--- config.mk ---
export PLATFORM = sky130hd
export DESIGN_NAME = json_string_unescaper
export DESIGN_NICKNAME = d
export VERILOG_FILES = /design/src/hdl/jsu_pkg.sv /design/src/hdl/json_string_unescaper.sv /design/src/hdl/jsu_parser.sv /design/src/hdl/jsu_result_fifo.sv
export SDC_FILE = /design/constraint.sdc
export NUM_CORES = 1
export LEC_CHECK = 0
export ABC_AREA = 1
export BUFFER_PORTS_ARGS = -buffer_cell sky130_fd_sc_hd__clkbuf_2
export CORE_AREA = 5 5 119 121
export DETAILED_ROUTE_END_ITERATION = 7
export DIE_AREA = 0 0 124 126
export PLACE_DENSITY_LB_ADDON = 0.2
export SLEW_MARGIN = 5
export SYNTH_ARGS = -nofsm -noshare
export SYNTH_HDL_FRONTEND = slang
export SYNTH_HIERARCHICAL = 1
export SYNTH_SLANG_ARGS = --single-unit
export TNS_END_PERCENT = 100
--- constraint.sdc ---
create_clock -name aclk -period 6.95 [get_ports aclk]
set_input_delay 1.39 -clock aclk [delete_from_list [all_inputs] [get_ports aclk]]
set_output_delay 1.39 -clock aclk [all_outputs]
set_load 0.02 [all_outputs]
--- src/hdl/jsu_pkg.sv ---
// ---------------------------------------------------------------------------
// jsu_pkg
// types, codes and helpers shared by the json string unescaper
// ---------------------------------------------------------------------------
package jsu_pkg;

    // stream widths
    localparam int UNIT_W     = 16;
    localparam int CODE_W     = 3;
    localparam int KIND_W     = 2;
    localparam int S_TDATA_W  = 16;
    localparam int M_TDATA_W  = 24;
    localparam int M_PAD_W    = M_TDATA_W - UNIT_W - CODE_W;

    // default result queue depth (power of two, at least 4)
    localparam int FIFO_DEPTH = 4;

    // characters of interest
    localparam logic [UNIT_W-1:0] CH_QUOTE  = 16'h0022;
    localparam logic [UNIT_W-1:0] CH_BSLASH = 16'h005C;
    localparam logic [UNIT_W-1:0] CH_SLASH  = 16'h002F;
    localparam logic [UNIT_W-1:0] CH_SPACE  = 16'h0020;
    localparam logic [UNIT_W-1:0] CH_TAB    = 16'h0009;
    localparam logic [UNIT_W-1:0] CH_CR     = 16'h000D;
    localparam logic [UNIT_W-1:0] CH_LF     = 16'h000A;
    localparam logic [UNIT_W-1:0] CH_BS     = 16'h0008;
    localparam logic [UNIT_W-1:0] CH_FF     = 16'h000C;
    localparam logic [UNIT_W-1:0] CH_LOW_B  = 16'h0062;
    localparam logic [UNIT_W-1:0] CH_LOW_F  = 16'h0066;
    localparam logic [UNIT_W-1:0] CH_LOW_N  = 16'h006E;
    localparam logic [UNIT_W-1:0] CH_LOW_R  = 16'h0072;
    localparam logic [UNIT_W-1:0] CH_LOW_T  = 16'h0074;
    localparam logic [UNIT_W-1:0] CH_LOW_U  = 16'h0075;
    localparam logic [UNIT_W-1:0] CTRL_MAX  = 16'h001F;

    // surrogate ranges
    localparam logic [UNIT_W-1:0] HI_SURR_MIN = 16'hD800;
    localparam logic [UNIT_W-1:0] HI_SURR_MAX = 16'hDBFF;
    localparam logic [UNIT_W-1:0] LO_SURR_MIN = 16'hDC00;
    localparam logic [UNIT_W-1:0] LO_SURR_MAX = 16'hDFFF;

    typedef enum logic [2:0] {
        MODE_IDLE = 3'd0,
        MODE_STR  = 3'd1,
        MODE_ESC  = 3'd2,
        MODE_HEX1 = 3'd3,
        MODE_BS2  = 3'd4,
        MODE_U2   = 3'd5,
        MODE_HEX2 = 3'd6
    } mode_t;

    typedef enum logic [KIND_W-1:0] {
        KIND_UNIT = 2'd0,
        KIND_END  = 2'd1,
        KIND_ERR  = 2'd2
    } kind_t;

    typedef enum logic [CODE_W-1:0] {
        ERR_NONE      = 3'd0,
        ERR_EXP_STR   = 3'd1,
        ERR_BAD_ESC   = 3'd2,
        ERR_BAD_UESC  = 3'd3,
        ERR_BAD_SURR  = 3'd4,
        ERR_CTRL_CHAR = 3'd5,
        ERR_UNTERM    = 3'd6
    } err_t;

    typedef struct packed {
        logic [UNIT_W-1:0] unit;
        kind_t             kind;
        err_t              code;
        logic              last;
    } result_t;

    // what one input item produces
    typedef struct packed {
        logic [1:0] count;
        result_t    res0;
        result_t    res1;
    } dec_out_t;

    function automatic result_t mk_unit(logic [UNIT_W-1:0] unit, logic last);
        result_t r;
        r.unit = unit;
        r.kind = KIND_UNIT;
        r.code = ERR_NONE;
        r.last = last;
        return r;
    endfunction

    function automatic result_t mk_end();
        result_t r;
        r.unit = '0;
        r.kind = KIND_END;
        r.code = ERR_NONE;
        r.last = 1'b1;
        return r;
    endfunction

    function automatic result_t mk_err(err_t code);
        result_t r;
        r.unit = '0;
        r.kind = KIND_ERR;
        r.code = code;
        r.last = 1'b1;
        return r;
    endfunction

    // {valid, nibble}
    function automatic logic [4:0] hex_decode(logic [UNIT_W-1:0] c);
        logic [4:0] r;
        r = '0;
        if (c >= 16'h0030 && c <= 16'h0039) begin
            r = {1'b1, c[3:0]};
        end else if ((c >= 16'h0061 && c <= 16'h0066) ||
                     (c >= 16'h0041 && c <= 16'h0046)) begin
            r = {1'b1, 4'(c[3:0] + 4'd9)};
        end
        return r;
    endfunction

endpackage

--- src/hdl/json_string_unescaper.sv ---
// ---------------------------------------------------------------------------
// json_string_unescaper
// unescapes json strings given as utf-16 code units, one unit per request
// ---------------------------------------------------------------------------
//
//  channel  | dir | fields
//  ---------+-----+--------------------------------------------------------
//  s_axis   | in  | tdata: code_unit[15:0]; tuser: end_of_text
//  m_axis   | out | tdata: out_unit[15:0], error_code[18:16]; tuser:
//           |     | result_kind[1:0]; tlast: last_of_run
//
//  one input request per cycle while s_axis_tready is high; a result passes
//  through the input register, then the parser into the result queue
//  a decoded surrogate pair yields two results, drained from the result
//  queue one per cycle while m_axis_tready is high; that queue port sets the sustained output rate
//  aresetn (synchronous, active low) returns the parser to idle, empties
//  the queue and drops any held input request
//  s_axis_tready falls only when the input register is held and the queue
//  has fewer than two free slots; output stalls never reach the input
//  combinationally
//
module json_string_unescaper #(
    parameter int FIFO_DEPTH = jsu_pkg::FIFO_DEPTH   // power of two, at least 4
) (
    input  logic                         aclk,
    input  logic                         aresetn,
    // input requests
    input  logic                         s_axis_tvalid,
    output logic                         s_axis_tready,
    input  logic [jsu_pkg::S_TDATA_W-1:0] s_axis_tdata,  // code_unit
    input  logic                         s_axis_tuser,  // end_of_text
    // results
    output logic                         m_axis_tvalid,
    input  logic                         m_axis_tready,
    output logic [jsu_pkg::M_TDATA_W-1:0] m_axis_tdata,  // out_unit, error_code, zero pad
    output logic [jsu_pkg::KIND_W-1:0]   m_axis_tuser,  // result_kind
    output logic                         m_axis_tlast   // last_of_run
);
    import jsu_pkg::*;

    // input register
    logic              in_valid_reg;
    logic [UNIT_W-1:0] in_unit_reg;
    logic              in_eot_reg;

    logic              advance;
    logic              fifo_room;
    dec_out_t          dec;
    dec_out_t          push;
    result_t           head;

    // the held request moves on when the queue can take a pair
    assign advance       = in_valid_reg && fifo_room;
    assign s_axis_tready = !in_valid_reg || fifo_room;

    always_ff @(posedge aclk) begin
        if (!aresetn) begin
            in_valid_reg <= 1'b0;
        end else if (s_axis_tready) begin
            in_valid_reg <= s_axis_tvalid;
        end
    end

    always_ff @(posedge aclk) begin
        if (s_axis_tvalid && s_axis_tready) begin
            in_unit_reg <= s_axis_tdata[UNIT_W-1:0];
            in_eot_reg  <= s_axis_tuser;
        end
    end

    jsu_parser u_parser (
        .aclk     (aclk),
        .aresetn  (aresetn),
        .in_valid (advance),
        .in_unit  (in_unit_reg),
        .in_eot   (in_eot_reg),
        .dec      (dec)
    );

    // nothing is queued unless the request really advances
    always_comb begin
        push       = dec;
        push.count = advance ? dec.count : 2'd0;
    end

    jsu_result_fifo #(
        .DEPTH (FIFO_DEPTH)
    ) u_fifo (
        .aclk      (aclk),
        .aresetn   (aresetn),
        .push      (push),
        .room      (fifo_room),
        .out_valid (m_axis_tvalid),
        .out_ready (m_axis_tready),
        .out_res   (head)
    );

    // result packing, lowest field first
    assign m_axis_tdata = {{M_PAD_W{1'b0}}, head.code, head.unit};
    assign m_axis_tuser = head.kind;
    assign m_axis_tlast = head.last;

endmodule

--- src/hdl/jsu_parser.sv ---
// ---------------------------------------------------------------------------
// jsu_parser
// parse state machine and escape decoding for one code unit per cycle while in_valid is high
// ---------------------------------------------------------------------------
module jsu_parser (
    input  logic                      aclk,
    input  logic                      aresetn,
    input  logic                      in_valid,
    input  logic [jsu_pkg::UNIT_W-1:0] in_unit,
    input  logic                      in_eot,
    output jsu_pkg::dec_out_t         dec
);
    import jsu_pkg::*;

    mode_t             mode_reg, mode_next;
    logic [UNIT_W-1:0] hex_value_reg, hex_value_next;
    logic [1:0]        digit_count_reg, digit_count_next;
    logic [UNIT_W-1:0] high_unit_reg, high_unit_next;

    logic [4:0]        hd;
    logic              hex_ok;
    logic              last_digit;
    logic [UNIT_W-1:0] hex_full;
    logic              full_hi, full_lo;
    logic              is_ws;

    assign hd         = hex_decode(in_unit);
    assign hex_ok     = !in_eot && hd[4];
    assign last_digit = (digit_count_reg == 2'd3);
    assign hex_full   = {hex_value_reg[UNIT_W-5:0], hd[3:0]};
    assign full_hi    = (hex_full >= HI_SURR_MIN) && (hex_full <= HI_SURR_MAX);
    assign full_lo    = (hex_full >= LO_SURR_MIN) && (hex_full <= LO_SURR_MAX);
    assign is_ws      = (in_unit == CH_SPACE) || (in_unit == CH_TAB) ||
                        (in_unit == CH_CR) || (in_unit == CH_LF);

    // next state
    always_comb begin
        mode_next = MODE_IDLE;
        unique case (mode_reg)
            MODE_STR: begin
                if (in_eot || in_unit == CH_QUOTE || in_unit <= CTRL_MAX) begin
                    mode_next = MODE_IDLE;
                end else if (in_unit == CH_BSLASH) begin
                    mode_next = MODE_ESC;
                end else begin
                    mode_next = MODE_STR;
                end
            end
            MODE_ESC: begin
                if (in_eot) begin
                    mode_next = MODE_IDLE;
                end else if (in_unit == CH_LOW_U) begin
                    mode_next = MODE_HEX1;
                end else if (in_unit == CH_QUOTE || in_unit == CH_BSLASH ||
                             in_unit == CH_SLASH || in_unit == CH_LOW_B ||
                             in_unit == CH_LOW_F || in_unit == CH_LOW_N ||
                             in_unit == CH_LOW_R || in_unit == CH_LOW_T) begin
                    mode_next = MODE_STR;
                end else begin
                    mode_next = MODE_IDLE;
                end
            end
            MODE_HEX1: begin
                if (!hex_ok) begin
                    mode_next = MODE_IDLE;
                end else if (!last_digit) begin
                    mode_next = MODE_HEX1;
                end else if (full_hi) begin
                    mode_next = MODE_BS2;
                end else if (full_lo) begin
                    mode_next = MODE_IDLE;
                end else begin
                    mode_next = MODE_STR;
                end
            end
            MODE_HEX2: begin
                if (!hex_ok) begin
                    mode_next = MODE_IDLE;
                end else if (!last_digit) begin
                    mode_next = MODE_HEX2;
                end else if (full_lo) begin
                    mode_next = MODE_STR;
                end else begin
                    mode_next = MODE_IDLE;
                end
            end
            MODE_BS2: begin
                mode_next = (!in_eot && in_unit == CH_BSLASH) ? MODE_U2 : MODE_IDLE;
            end
            MODE_U2: begin
                mode_next = (!in_eot && in_unit == CH_LOW_U) ? MODE_HEX2 : MODE_IDLE;
            end
            default: begin
                mode_next = (!in_eot && in_unit == CH_QUOTE) ? MODE_STR : MODE_IDLE;
            end
        endcase
    end

    // hex gathering and held high surrogate
    always_comb begin
        hex_value_next   = hex_value_reg;
        digit_count_next = digit_count_reg;
        high_unit_next   = high_unit_reg;
        if (mode_reg == MODE_ESC || mode_reg == MODE_U2) begin
            digit_count_next = '0;
        end else if ((mode_reg == MODE_HEX1 || mode_reg == MODE_HEX2) && hex_ok) begin
            hex_value_next   = hex_full;
            digit_count_next = last_digit ? 2'd0 : 2'(digit_count_reg + 2'd1);
            if (mode_reg == MODE_HEX1 && last_digit && full_hi) begin
                high_unit_next = hex_full;
            end
        end
    end

    // results
    always_comb begin
        dec.count = 2'd0;
        dec.res0  = mk_end();
        dec.res1  = mk_end();
        unique case (mode_reg)
            MODE_STR: begin
                dec.count = 2'd1;
                if (in_eot) begin
                    dec.res0 = mk_err(ERR_UNTERM);
                end else if (in_unit == CH_QUOTE) begin
                    dec.res0 = mk_end();
                end else if (in_unit == CH_BSLASH) begin
                    dec.count = 2'd0;
                end else if (in_unit <= CTRL_MAX) begin
                    dec.res0 = mk_err(ERR_CTRL_CHAR);
                end else begin
                    dec.res0 = mk_unit(in_unit, 1'b1);
                end
            end
            MODE_ESC: begin
                dec.count = 2'd1;
                dec.res0  = mk_err(ERR_BAD_ESC);
                if (!in_eot) begin
                    priority if (in_unit == CH_QUOTE || in_unit == CH_BSLASH ||
                                 in_unit == CH_SLASH) begin
                        dec.res0 = mk_unit(in_unit, 1'b1);
                    end else if (in_unit == CH_LOW_B) begin
                        dec.res0 = mk_unit(CH_BS, 1'b1);
                    end else if (in_unit == CH_LOW_F) begin
                        dec.res0 = mk_unit(CH_FF, 1'b1);
                    end else if (in_unit == CH_LOW_N) begin
                        dec.res0 = mk_unit(CH_LF, 1'b1);
                    end else if (in_unit == CH_LOW_R) begin
                        dec.res0 = mk_unit(CH_CR, 1'b1);
                    end else if (in_unit == CH_LOW_T) begin
                        dec.res0 = mk_unit(CH_TAB, 1'b1);
                    end else if (in_unit == CH_LOW_U) begin
                        dec.count = 2'd0;
                    end else begin
                        dec.res0 = mk_err(ERR_BAD_ESC);
                    end
                end
            end
            MODE_HEX1: begin
                if (in_eot) begin
                    dec.count = 2'd1;
                    dec.res0  = mk_err(ERR_BAD_UESC);
                end else if (!hd[4]) begin
                    dec.count = 2'd1;
                    dec.res0  = mk_err(ERR_BAD_UESC);
                end else if (last_digit && full_lo) begin
                    dec.count = 2'd1;
                    dec.res0  = mk_err(ERR_BAD_SURR);
                end else if (last_digit && !full_hi) begin
                    dec.count = 2'd1;
                    dec.res0  = mk_unit(hex_full, 1'b1);
                end
            end
            MODE_HEX2: begin
                if (in_eot) begin
                    dec.count = 2'd1;
                    dec.res0  = mk_err(ERR_BAD_SURR);
                end else if (!hd[4]) begin
                    dec.count = 2'd1;
                    dec.res0  = mk_err(ERR_BAD_UESC);
                end else if (last_digit && !full_lo) begin
                    dec.count = 2'd1;
                    dec.res0  = mk_err(ERR_BAD_SURR);
                end else if (last_digit) begin
                    // surrogate pair goes out as high then low
                    dec.count = 2'd2;
                    dec.res0  = mk_unit(high_unit_reg, 1'b0);
                    dec.res1  = mk_unit(hex_full, 1'b1);
                end
            end
            MODE_BS2: begin
                if (in_eot || in_unit != CH_BSLASH) begin
                    dec.count = 2'd1;
                    dec.res0  = mk_err(ERR_BAD_SURR);
                end
            end
            MODE_U2: begin
                if (in_eot || in_unit != CH_LOW_U) begin
                    dec.count = 2'd1;
                    dec.res0  = mk_err(ERR_BAD_SURR);
                end
            end
            default: begin
                if (!in_eot && !is_ws && in_unit != CH_QUOTE) begin
                    dec.count = 2'd1;
                    dec.res0  = mk_err(ERR_EXP_STR);
                end
            end
        endcase
    end

    always_ff @(posedge aclk) begin
        if (!aresetn) begin
            mode_reg        <= MODE_IDLE;
            digit_count_reg <= '0;
        end else if (in_valid) begin
            mode_reg        <= mode_next;
            digit_count_reg <= digit_count_next;
        end
    end

    always_ff @(posedge aclk) begin
        if (in_valid) begin
            hex_value_reg <= hex_value_next;
            high_unit_reg <= high_unit_next;
        end
    end

    // a pair only completes the second escape
    a_pair_from_hex2: assert property (@(posedge aclk) disable iff (!aresetn)
        (in_valid && dec.count == 2'd2) |-> (mode_reg == MODE_HEX2))
        else $error("surrogate pair outside second escape");

    // an error or a closing quote always drops back to idle
    a_err_to_idle: assert property (@(posedge aclk) disable iff (!aresetn)
        (in_valid && dec.count != 2'd0 &&
         (dec.res0.kind == KIND_ERR || dec.res0.kind == KIND_END))
        |=> (mode_reg == MODE_IDLE))
        else $error("no return to idle after error or end");

    // only the final result of an item carries last
    a_last_marks: assert property (@(posedge aclk) disable iff (!aresetn)
        (in_valid && dec.count == 2'd2) |-> (!dec.res0.last && dec.res1.last))
        else $error("pair last flags wrong");

endmodule

--- src/hdl/jsu_result_fifo.sv ---
// ---------------------------------------------------------------------------
// jsu_result_fifo
// small result queue, takes up to two results per cycle while room is high, gives one when out_ready is high
// ---------------------------------------------------------------------------
module jsu_result_fifo #(
    parameter int DEPTH = jsu_pkg::FIFO_DEPTH
) (
    input  logic             aclk,
    input  logic             aresetn,
    input  jsu_pkg::dec_out_t push,
    output logic             room,
    output logic             out_valid,
    input  logic             out_ready,
    output jsu_pkg::result_t out_res
);
    import jsu_pkg::*;

    localparam int PTR_W = $clog2(DEPTH);
    localparam int CNT_W = $clog2(DEPTH + 1);

    result_t            mem [DEPTH];
    logic [PTR_W-1:0]   wr_ptr_reg, wr_ptr_next;
    logic [PTR_W-1:0]   rd_ptr_reg, rd_ptr_next;
    logic [CNT_W-1:0]   count_reg, count_next;
    logic               pop;

    assign room      = (count_reg <= CNT_W'(DEPTH - 2));
    assign out_valid = (count_reg != '0);
    assign out_res   = mem[rd_ptr_reg];
    assign pop       = out_valid && out_ready;

    always_comb begin
        wr_ptr_next = PTR_W'(wr_ptr_reg + PTR_W'(push.count));
        rd_ptr_next = pop ? PTR_W'(rd_ptr_reg + 1'b1) : rd_ptr_reg;
        count_next  = CNT_W'(count_reg + CNT_W'(push.count) - CNT_W'(pop));
    end

    always_ff @(posedge aclk) begin
        if (!aresetn) begin
            wr_ptr_reg <= '0;
            rd_ptr_reg <= '0;
            count_reg  <= '0;
        end else begin
            wr_ptr_reg <= wr_ptr_next;
            rd_ptr_reg <= rd_ptr_next;
            count_reg  <= count_next;
        end
    end

    always_ff @(posedge aclk) begin
        if (push.count != 2'd0) begin
            mem[wr_ptr_reg] <= push.res0;
        end
        if (push.count == 2'd2) begin
            mem[PTR_W'(wr_ptr_reg + 1'b1)] <= push.res1;
        end
    end

    a_no_overflow: assert property (@(posedge aclk) disable iff (!aresetn)
        count_reg <= CNT_W'(DEPTH))
        else $error("result queue overflow");

    a_push_needs_room: assert property (@(posedge aclk) disable iff (!aresetn)
        (push.count != 2'd0) |-> room)
        else $error("push without room");

    a_count_tracks: assert property (@(posedge aclk) disable iff (!aresetn)
        (count_reg == '0 && push.count == 2'd0) |=> (count_reg == '0))
        else $error("count moved without traffic");

endmodule
==> results of run 1 <==
critical path: cells and delay by family, from the launching register on:
family	cells	cell delay (ps)
buf+inv	4	850
fa+ha+maj	1	230
flops	1	470
compound gates	1	520
simple gates	8	1960
power by group:
group          switching [mW]  leakage, nW  internal (mW)
clock network           0.335        0.256          0.481
logic                   0.278         1.85          0.113
registers              0.0272         1.27          0.997
cell usage after synthesis, types with 2 or more instances:
library cell  instances
nor2_1              103
inv_2                 8
nand3_4               4
xor2_1                2
a21oi_1              18
nand4_1               9
o2111ai_1             5
nor3_1               13
nor3_4                3
o21ai_2              53
conb_1                3
nand3_1              48
o31ai_1               4
o21ai_1              36
edfxtp_1            133
buf_6                17
dfxtp_1              15
nand3_2               2
buf_2                 8
nand2_1             194
o21ai_0              57
ha_1                  9
clkbuf_1             13
nor2_2                2
clkinv_1              3
o22ai_1              23
a22oi_1               7
nand3b_1              2
buf_4                11
inv_1                94
o211ai_1              7
nand2_2               3
cells in the final DEF (no fill, tap or decap), types with 3 or more instances in the layout:
master and n:
a22oi_1 7, nand3_1 48, o22ai_1 23, ha_1 9, o21ai_1 36, o21ai_2 53, inv_2 8, o31ai_4 4
inv_1 94, clkinv_2 6, nor2_1 103, clkbuf_2 44, o2111ai_1 5, nor3_4 3, o21ai_0 57, a21oi_1 17
o211ai_1 7, nand4_1 9, dfxtp_1 15, clkbuf_16 17, nand2_2 3, nand3_4 4, buf_4 4, nor3_1 13
nand2_1 194, clkinv_1 5, conb_1 11, edfxtp_1 133
how the worst max path moves through the flow:
stage	startpoint	endpoint	slack [ps]	depth (start not counted)
after CTS	in_unit_reg[0]	u_fifo/mem[1][17]	2510	14
after global routing	in_unit_reg[0]	u_fifo/mem[1][17]	2050	17
after global placement	in_unit_reg[0]	u_fifo/mem[1][16]	2680	18
after floorplan	in_unit_reg[0]	u_fifo/mem[0][0]	2400	19
after detailed placement	in_unit_reg[0]	u_fifo/mem[1][21]	2530	14
final	in_unit_reg[0]	u_fifo/mem[1][8]	2490	14
layer usage:
| layer | global-route usage [%] | vias to the layer above | part of all wire [%] |
|---|---|---|---|
| li1 | - | 3191 | - |
| met1 | 34.2 | 2966 | 42 |
| met2 | 40.6 | 268 | 49 |
| met3 | 5.29 | 27 | 7.7 |
| met4 | 7.35 | 0 | 1.5 |
| met5 | 0 | - | 0 |
cell families (layout without fill, tap and decap cells):
| family | after synthesis | after routing | synth area share [%] |
|---|---|---|---|
| AND/OR/NAND/NOR | 388 | 388 | 20.7 |
| AO/OA/AOI/OAI | 215 | 215 | 16.6 |
| buffers and inverters | 155 | 184 | 9.17 |
| flip-flops | 148 | 148 | 51.6 |
| adder cells (fa/ha/maj) | 10 | 10 | 1.59 |
| other | 3 | 11 | 0.135 |
| XOR/XNOR | 2 | 2 | 0.210 |
final cells by class:
type	count	area share (%)
Clock inverter	12	1.01
Inverter	106	4.42
Clock buffer	18	4.74
Tap cell	176	2.43
Multi-Input combinational cell	626	37.2
Sequential cell	148	47.4
Timing Repair Buffer	48	2.77
==> out/results.ini, run 1 <==
[placement]
gp_congestion=0.965
placed_cell_area_um2=8530
post-dp-hpwl_um=13100
numPlacedInstances=1104
place_ws_ps=2530
portBuffers=44

[timing]
whs_ps=482
finalClockSkew_ps=7.59
setup_ws_ps=2490
finalCritPeriodShare_pct=64.2
tns_ps=0
finalHoldViolations=0
fmax_ghz=0.224
rsz0062_at_grt=no
drv_slew=0
min_period_ps=4460
worst_slew_pin_slew_ps=1220
setup_viol=0
slew_headroom_pct=17.9

[global_routing]
grt_pass1_vias=5968
overflow=0
grt_first_pass_wirelength_um=30400
grt_max_degree=46
antenna_found_initial=0
track_usage_pct=25.1

[final_layout]
syn_to_final_growth_pct=8.69
final_cells=1134
nets=978
fin_util_pct=69.7
multi_input_area_um2=3360
design_area_um2=9050
antenna_cells=0
largest_reg_flops=88
fillers=1030
drive_gt1_share_pct=16.9
register_area_um2=4290

[yosys]
synthTopCellsByArea=edfxtp_1 (48%), nand2_1 (8.7%), o21ai_2 (5.6%)
avgSynthCellArea_um2=9.04
synth_warnings=6
yosys_register_bits=148
syn-cell-area_um2=8330
synthCells=921
synthDominantCellAreaShare_pct=48.0
synth_edf_count=133
synthFlopType=edfxtp_1
yosys.area.top_type=edfxtp_1
ys_seq_area_share_pct=51.6
async_flop_share_pct=0
ys_types=44

[detailed_routing]
drtAntennaViolNets=0
drt_iter0_drc=750
routedWlPerCell_um=16.6
drt_drc_violations_left=0
wirelength_um=18800
routed-via-count=6452
drt_first_pass_iters=8
vias_per_cell=5.69

[setup_path]
worst_path_max_delay_cell=o31ai_4
crit_path_end_kind=flip-flop
crit_path_cell_trace=inv_1 > ha_1 > nor3_1 > nor3_1 > nand3_2 > nand3_2 > nand4_2 > clkinv_1 > inv_1 > nor2_1 > inv_2 > nor2_8 > nand3_4 > o31ai_4
regToRegSetupSlack_ps=2490
rr_startpoint=in_unit_reg[0]
reg2reg_depth=14
cpPeakStageDelay_ps=520
timing.rr.end=u_fifo/mem[1][8]
cp.required_ps=6970
critical_path_class=reg -> reg
critPathLaunchType=flip-flop
critical_path_peak_fanout=45
worst_ep_arrival_time_ps=4490

[run_status]
status=complete, no violations

[hold_path]
min_to=u_fifo/rd_ptr_reg[0]
hp-start=u_fifo/rd_ptr_reg[0]
min_path_type=reg -> reg
hold-path-cell-count=2

[pwr]
total_power_mw=2.23
p_leak_nw=3.38
ir_worst_vdd_mv=0.151
p_per_area_nw_per_um2=247

[die]
start_util_pct=64.2
coreArea_um2=13000
die-area_um2=15600
rows=42
die_h_um=126
ios=50
die_w_um=124

[clocking]
clockBufferDepth=2
cts-root-buf=clkbuf_16
cts_max_level=4
clkSinkCount=148
cts_resized=0
cts_tree=yes
clk_pin_slew_ps=60
cts_hold_buf=0
cts_made_buffers=17
clock_latency_ps=410
post_cts_buffers=0

[job]
max_cap_viol_count=0

Power figures use the tool's default switching activity.
==> inputs of run 2 (changes only) <==
--- a/config.mk
+++ b/config.mk
@@ -7,9 +7,9 @@
 export LEC_CHECK = 0
 export ABC_AREA = 1
 export BUFFER_PORTS_ARGS = -buffer_cell sky130_fd_sc_hd__clkbuf_2
-export CORE_AREA = 5 5 119 121
+export CORE_AREA = 5 5 122 124
 export DETAILED_ROUTE_END_ITERATION = 7
-export DIE_AREA = 0 0 124 126
+export DIE_AREA = 0 0 127 129
 export PLACE_DENSITY_LB_ADDON = 0.2
 export SLEW_MARGIN = 5
 export SYNTH_ARGS = -nofsm -noshare
==> constraint.sdc (replaced) <==
create_clock -name aclk -period 4.2 [get_ports aclk]
set_input_delay 0.84 -clock aclk [delete_from_list [all_inputs] [get_ports aclk]]
set_output_delay 0.84 -clock aclk [all_outputs]
set_load 0.02 [all_outputs]
==> run 2 against run 1 <==
Effect of this change:
- utilization is 2.4 points lower
- via count grew 1.8%
- register-to-register slack lost 2000 ps
- critical path depth grew 4
- critical path type unchanged
- largest power group unchanged
==> out/results.ini, run 2 (synthesized netlist as in run 1, its figures left out) <==
[global_routing]
antenna_found_initial=0  ; unchanged
overflow=0  ; unchanged
grt_pass1_vias=6278  ; was 5968
grt_first_pass_wirelength_um=31600  ; was 30400 um
track_usage_pct=24.7  ; was 25.1%
grt_max_degree=46  ; unchanged

[hold_path]
min_path_type=reg -> reg  ; unchanged

[detailed_routing]
drt_iter0_drc=795  ; was 750
routed-via-count=6566  ; was 6452
drt_drc_violations_left=0  ; unchanged
wirelength_um=19100  ; was 18800 um
drt_first_pass_iters=5  ; was 8
routedWlPerCell_um=16.5  ; was 16.6 um
vias_per_cell=5.67  ; was 5.69
drtAntennaViolNets=0  ; unchanged

[timing]
tns_ps=0  ; unchanged
setup_viol=0  ; unchanged
drv_slew=0  ; unchanged
min_period_ps=3720  ; was 4460 ps
finalClockSkew_ps=8.31  ; was 7.59 ps
rsz0062_at_grt=no  ; unchanged
whs_ps=481  ; was 482 ps
fmax_ghz=0.269  ; was 0.224 GHz
worst_slew_pin_slew_ps=959  ; was 1220 ps
finalHoldViolations=0  ; unchanged
slew_headroom_pct=36.1  ; was 17.9%
finalCritPeriodShare_pct=88.7  ; was 64.2%

[final_layout]
antenna_cells=0  ; unchanged
nets=996  ; was 978
syn_to_final_growth_pct=10.4  ; was 8.69%
final_cell_mix=nand2_1 (194), edfxtp_1 (133), nor2_1 (103), inv_1 (94), o21ai_0 (57)  ; unchanged
fillers=1090  ; was 1030
final_common_cell=nand2_1  ; unchanged
largest_reg_flops=88  ; unchanged
drive_gt1_share_pct=18.2  ; was 16.9%

[run_status]
status=complete, no violations  ; unchanged

[placement]
portBuffers=44  ; unchanged
post-dp-hpwl_um=13100  ; about the same
gp_congestion=1.01  ; was 0.965

[die]
start_util_pct=60.9  ; was 64.2%
ios=50  ; unchanged
die_w_um=127  ; was 124 um
rows=43  ; was 42
die-area_um2=16400  ; was 15600 um2
die_h_um=129  ; was 126 um
coreArea_um2=13700  ; was 13000 um2

[pwr]
p_sw_share_pct=28.8  ; was 28.7%
p_comb_share_pct=17.9  ; was 17.5%
ir_worst_vdd_mv=0.229  ; was 0.151 mV
total_power_mw=3.71  ; was 2.23 mW
clkPwrFrac_pct=36.7  ; was 36.6%
seqPwrFrac_pct=45.4  ; was 45.9%
internal_power_mw=2.64  ; was 1.59 mW
p_per_area_nw_per_um2=404  ; was 247 nW/um2
p_switching_mw=1.07  ; was 0.641 mW
p_leak_nw=3.47  ; was 3.38 nW

[setup_path]
worst_ep_arrival_time_ps=3810  ; was 4490 ps
crit_path_end_kind=flip-flop  ; unchanged
cp.required_ps=4290  ; was 6970 ps
critPathLaunchType=flip-flop  ; unchanged
critical_path_peak_fanout=22  ; was 45
critical_path_class=reg -> reg  ; unchanged

[clocking]
cts_made_buffers=17  ; unchanged
clock_latency_ps=420  ; was 410 ps
cts_max_level=4  ; unchanged
clk_pin_slew_ps=60  ; about the same
cts_resized=0  ; unchanged
cts_tree=yes  ; unchanged
clkSinkCount=148  ; unchanged
cts-root-buf=clkbuf_16  ; unchanged
clockBufferDepth=2  ; unchanged

[job]
max_cap_viol_count=0  ; unchanged

==> run 2: cell types whose count changed in the layout (fill, tap and decap cells not counted) <==
| cell | previous run | this run |
|---|---|---|
| buf_4 | 4 | 22 |
| clkbuf_1 | 1 | 3 |
| clkinv_1 | 5 | 7 |
| clkinv_2 | 6 | 4 |
| clkinv_4 | 0 | 2 |
| clkinvlp_4 | 2 | 1 |
| inv_6 | 1 | 0 |
==> run 2: layer usage <==
metal	part of all wire (%)	up-vias	global-route usage [%]	routed length, um
met2	49	254	41.6	9350
met5	0	-	0	0
met4	2.1	0	8.52	398
met3	6.3	43	5.44	1200
met1	43	3044	31.9	8120
li1	-	3225	-	-
==> run 2: power groups by stage <==
stage,Combinational (mW),Sequential [mW],Clock (mW)
after floorplan,0.474,1.70,0
after global placement,0.656,1.71,0
after detailed placement,0.666,1.72,0
after CTS,0.667,1.69,1.38
after global routing,0.738,1.69,1.45
final,0.665,1.69,1.36
==> run 2: layout make-up <==
| cell class | count | area [um2] | area share [%] |
|---|---|---|---|
| sequential | 148 | 4290 | 46.7 |
| multi-input combinational | 626 | 3360 | 36.6 |
| clock buffer | 20 | 437 | 4.75 |
| inverter | 106 | 400 | 4.35 |
| timing repair buffer | 66 | 385 | 4.19 |
| tap | 180 | 225 | 2.45 |
| clock inverter | 12 | 90.1 | 0.980 |
==> run 2: metrics by stage <==
stage / setup WS (ps) / utilization [%] / cell area [um2] / std cells
after floorplan: -354 / - / 8360 / 929
after global placement: 537 / 63.3 / 8650 / 1123
after detailed placement: 386 / 63.3 / 8650 / 1123
after CTS: 361 / 67.1 / 9170 / 1155
after global routing: 179 / 67.3 / 9200 / 1158
final: 476 / 67.3 / 9200 / 1158
==> run 2: worst max-delay path, stage by stage, from the launching register on <==
cell	delay [ps]
edfxtp_1	480
inv_1	160
ha_1	230
nor3_1	70
nor3_1	180
nand3_2	180
nand3_2	230
nand2_4	120
o21ai_0	250
nand2_1	80
nor2_1	100
nand4_1	100
inv_1	70
nor2_1	50
buf_4	160
nor2_8	180
nand3_4	260
o31ai_4	130
buf_4	360
==> run 2: what timing repair did <==
item,4_1_cts,5_1_grt
hold buffers,0,0
setup buffers,0,3
endpoints found under the setup margin,0,12
endpoints found under the hold margin,0,0
==> run 2: path summary, 6_finish.rpt <==
kind | start | depth (start not counted) | end | slack [ps]
setup / recovery | in_unit_reg[0] | 18 | u_fifo/mem[0][20] | 480
hold / removal | u_fifo/rd_ptr_reg[0] | 2 | flip-flop | 480
setup reg to reg | in_unit_reg[0] | 18 | u_fifo/mem[0][20] | 480
hold reg to reg | u_fifo/rd_ptr_reg[0] | 2 | flip-flop | 480
==> inputs of run 3 (changes only) <==
==> constraint.sdc (replaced) <==
create_clock -name aclk -period 3.75 [get_ports aclk]
set_input_delay 0.75 -clock aclk [delete_from_list [all_inputs] [get_ports aclk]]
set_output_delay 0.75 -clock aclk [all_outputs]
set_load 0.02 [all_outputs]
==> run 3 against run 2 <==
Effect of this change:
- fmax grew 11%
- utilization is 2.1 points higher
- highest routed layer unchanged
- worst setup slack got worse by 81 ps
- clock power rose by 13%
- largest cell class unchanged
- wire length is 0.35% higher
- clock-buffer cell count fell by 1
- die area is the same
- largest power group unchanged
- sequential power grew 12%
- first-iteration DRC count shrank 20%
- total power rose by 13%
- critical endpoint is now u_fifo/mem[0][8]
- via count is 0.32% higher
- clock skew fell by 1.2 ps
==> out/results.ini, run 3 (synthesized netlist as in run 1, its figures left out) <==
[placement]
place_ws_ps=229  ; was 386 ps
post-dp-hpwl_um=13400  ; was 13100 um
gp_congestion=0.993  ; was 1.01
portBuffers=44  ; unchanged
placed_cell_area_um2=8800  ; was 8650 um2

[setup_path]
timing.rr.end=u_fifo/mem[0][8]  ; was u_fifo/mem[0][20]
regToRegSetupSlack_ps=400  ; was 480 ps
reg2reg_depth=20  ; was 18
cp.required_ps=3880  ; was 4290 ps
rr_startpoint=in_unit_reg[13]  ; was in_unit_reg[0]
worst_ep_arrival_time_ps=3480  ; was 3810 ps
endpoint=u_fifo/mem[0][8]  ; was u_fifo/mem[0][20]
critical_path_peak_fanout=14  ; was 22
critPathLaunchType=flip-flop  ; unchanged
cp-startpoint=in_unit_reg[13]  ; was in_unit_reg[0]
crit_path_end_kind=flip-flop  ; unchanged
critical_path_class=reg -> reg  ; unchanged

[timing]
setup_ws_ps=396  ; was 476 ps
rsz0062_at_grt=no  ; unchanged
fmax_ghz=0.298  ; was 0.269 GHz
slew_headroom_pct=33.5  ; was 36.1%
drv_slew=0  ; unchanged
setup_viol=0  ; unchanged
min_period_ps=3350  ; was 3720 ps
finalClockSkew_ps=7.14  ; was 8.31 ps
finalCritPeriodShare_pct=89.4  ; was 88.7%
whs_ps=476  ; was 481 ps
worst_slew_pin_slew_ps=997  ; was 959 ps
finalHoldViolations=0  ; unchanged

[die]
die_w_um=127  ; unchanged
coreArea_um2=13700  ; unchanged
ios=50  ; unchanged
die_h_um=129  ; unchanged
die-area_um2=16400  ; unchanged
start_util_pct=60.9  ; unchanged
rows=43  ; unchanged

[clocking]
clockBufferDepth=2  ; unchanged
clkSinkCount=148  ; unchanged
cts_tree=yes  ; unchanged
clk_pin_slew_ps=60  ; about the same
clock_latency_ps=420  ; about the same
cts_made_buffers=17  ; unchanged
cts-root-buf=clkbuf_16  ; unchanged
cts_max_level=4  ; unchanged
cts_hold_buf=0  ; unchanged

[detailed_routing]
routedWlPerCell_um=16.2  ; was 16.5 um
wirelength_um=19100  ; about the same
drtAntennaViolNets=0  ; unchanged
drt_first_pass_iters=6  ; was 5
routed-via-count=6587  ; was 6566
drt_drc_violations_left=0  ; unchanged
vias_per_cell=5.58  ; was 5.67
drt_iter0_drc=637  ; was 795

[final_layout]
final_common_cell=nand2_1  ; unchanged
design_area_um2=9480  ; was 9200 um2
multi_input_area_um2=3360  ; unchanged
final_cell_mix=nand2_1 (194), edfxtp_1 (133), nor2_1 (103), inv_1 (94), o21ai_0 (57)  ; unchanged
syn_to_final_growth_pct=13.8  ; was 10.4%
largest_reg_flops=88  ; unchanged
register_area_um2=4290  ; unchanged
antenna_cells=0  ; unchanged
drive_gt1_share_pct=20.3  ; was 18.2%
nets=1018  ; was 996
fillers=1105  ; was 1090

[pwr]
p_per_area_nw_per_um2=444  ; was 404 nW/um2
seqPwrFrac_pct=44.8  ; was 45.4%
internal_power_mw=3.00  ; was 2.64 mW
total_power_mw=4.21  ; was 3.71 mW
p_comb_share_pct=18.5  ; was 17.9%
p_switching_mw=1.21  ; was 1.07 mW
clkPwrFrac_pct=36.7  ; about the same
p_leak_nw=3.61  ; was 3.47 nW
ir_worst_vdd_mv=0.304  ; was 0.229 mV
p_sw_share_pct=28.8  ; about the same

[global_routing]
grt_max_degree=45  ; was 46
antenna_found_initial=0  ; unchanged
grt_first_pass_wirelength_um=31200  ; was 31600 um
grt_pass1_vias=6190  ; was 6278
track_usage_pct=24.4  ; was 24.7%
overflow=0  ; unchanged

[hold_path]
min_path_type=reg -> reg  ; unchanged

[job]
max_cap_viol_count=0  ; unchanged

[run_status]
status=complete, no violations  ; unchanged

-- run 3: changes by cell type in the layout (fill, tap and decap cells not counted) --
cell        previous run  this run
buf_4                 22        36
buf_12                 0         8
clkinvlp_4             1         4
clkinv_1               7         5
inv_6                  0         2
clkbuf_1               3         2
clkinv_2               4         3
clkinv_4               2         1
-- run 3: final cells by class --
cell class	instances	area share (%)
clock buffer	19	4.57
sequential	148	45.3
tap	180	2.38
clock inverter	13	1.15
timing repair buffer	88	6.87
multi-input combinational	626	35.5
inverter	106	4.22
-- run 3: through the flow --
stage	TNS (ps)	utilization (%)	cells
5_1_grt	0	69.3	1180
3_3_place_gp	0	64.4	1134
2_1_floorplan	-14890	-	929
4_1_cts	0	68.4	1166
3_5_place_dp	0	64.4	1134
6_report	0	69.3	1180
-- run 3: repair_timing --
action | in CTS | in global routing
endpoints found under the setup margin | 0 | 31
buffers inserted | 0 | 14
gates resized for setup | 0 | 0
-- run 3: worst min path at each step --
stage,cells past startpoint,endpoint,startpoint
final,2,u_parser/digit_count_reg[1],u_parser/digit_count_reg[1]
after global routing,1,in_unit_reg[9],s_axis_tdata[9]
after CTS,2,u_parser/digit_count_reg[1],u_parser/digit_count_reg[1]
after detailed placement,2,u_parser/digit_count_reg[1],u_parser/digit_count_reg[1]
after global placement,2,u_parser/digit_count_reg[1],u_parser/digit_count_reg[1]
after floorplan,0,u_parser/hex_value_reg[4],u_parser/hex_value_reg[0]
-- run 3: critical path: stages (launching register included) --
cell,delay (ps)
edfxtp_1,390
nor2_1,190
nand2_1,120
nor2_4,270
nand3_1,150
nand2_1,100
nand2_1,70
nand3_2,170
nand2_4,60
o21ai_0,240
nand2_1,80
nor2_1,90
nand4_1,100
inv_1,70
nor2_1,50
buf_4,160
nor2_8,180
nand3_4,120
o31ai_4,100
buf_12,180
buf_12,150
-- run 3: power by group through the flow --
stage	combinational, mW	sequential, mW	clock, mW
after floorplan	0.533	1.91	0
after global placement	0.752	1.92	0
after detailed placement	0.761	1.92	0
after CTS	0.764	1.89	1.57
after global routing	0.870	1.89	1.65
final	0.777	1.89	1.54
-- run 3: layer usage --
metal	track usage, %	up-vias	routed length (um)
li1	-	3276	-
met4	9.21	0	394
met5	0	-	0
met2	41.5	259	9600
met1	31.9	3019	7940
met3	3.45	33	1200
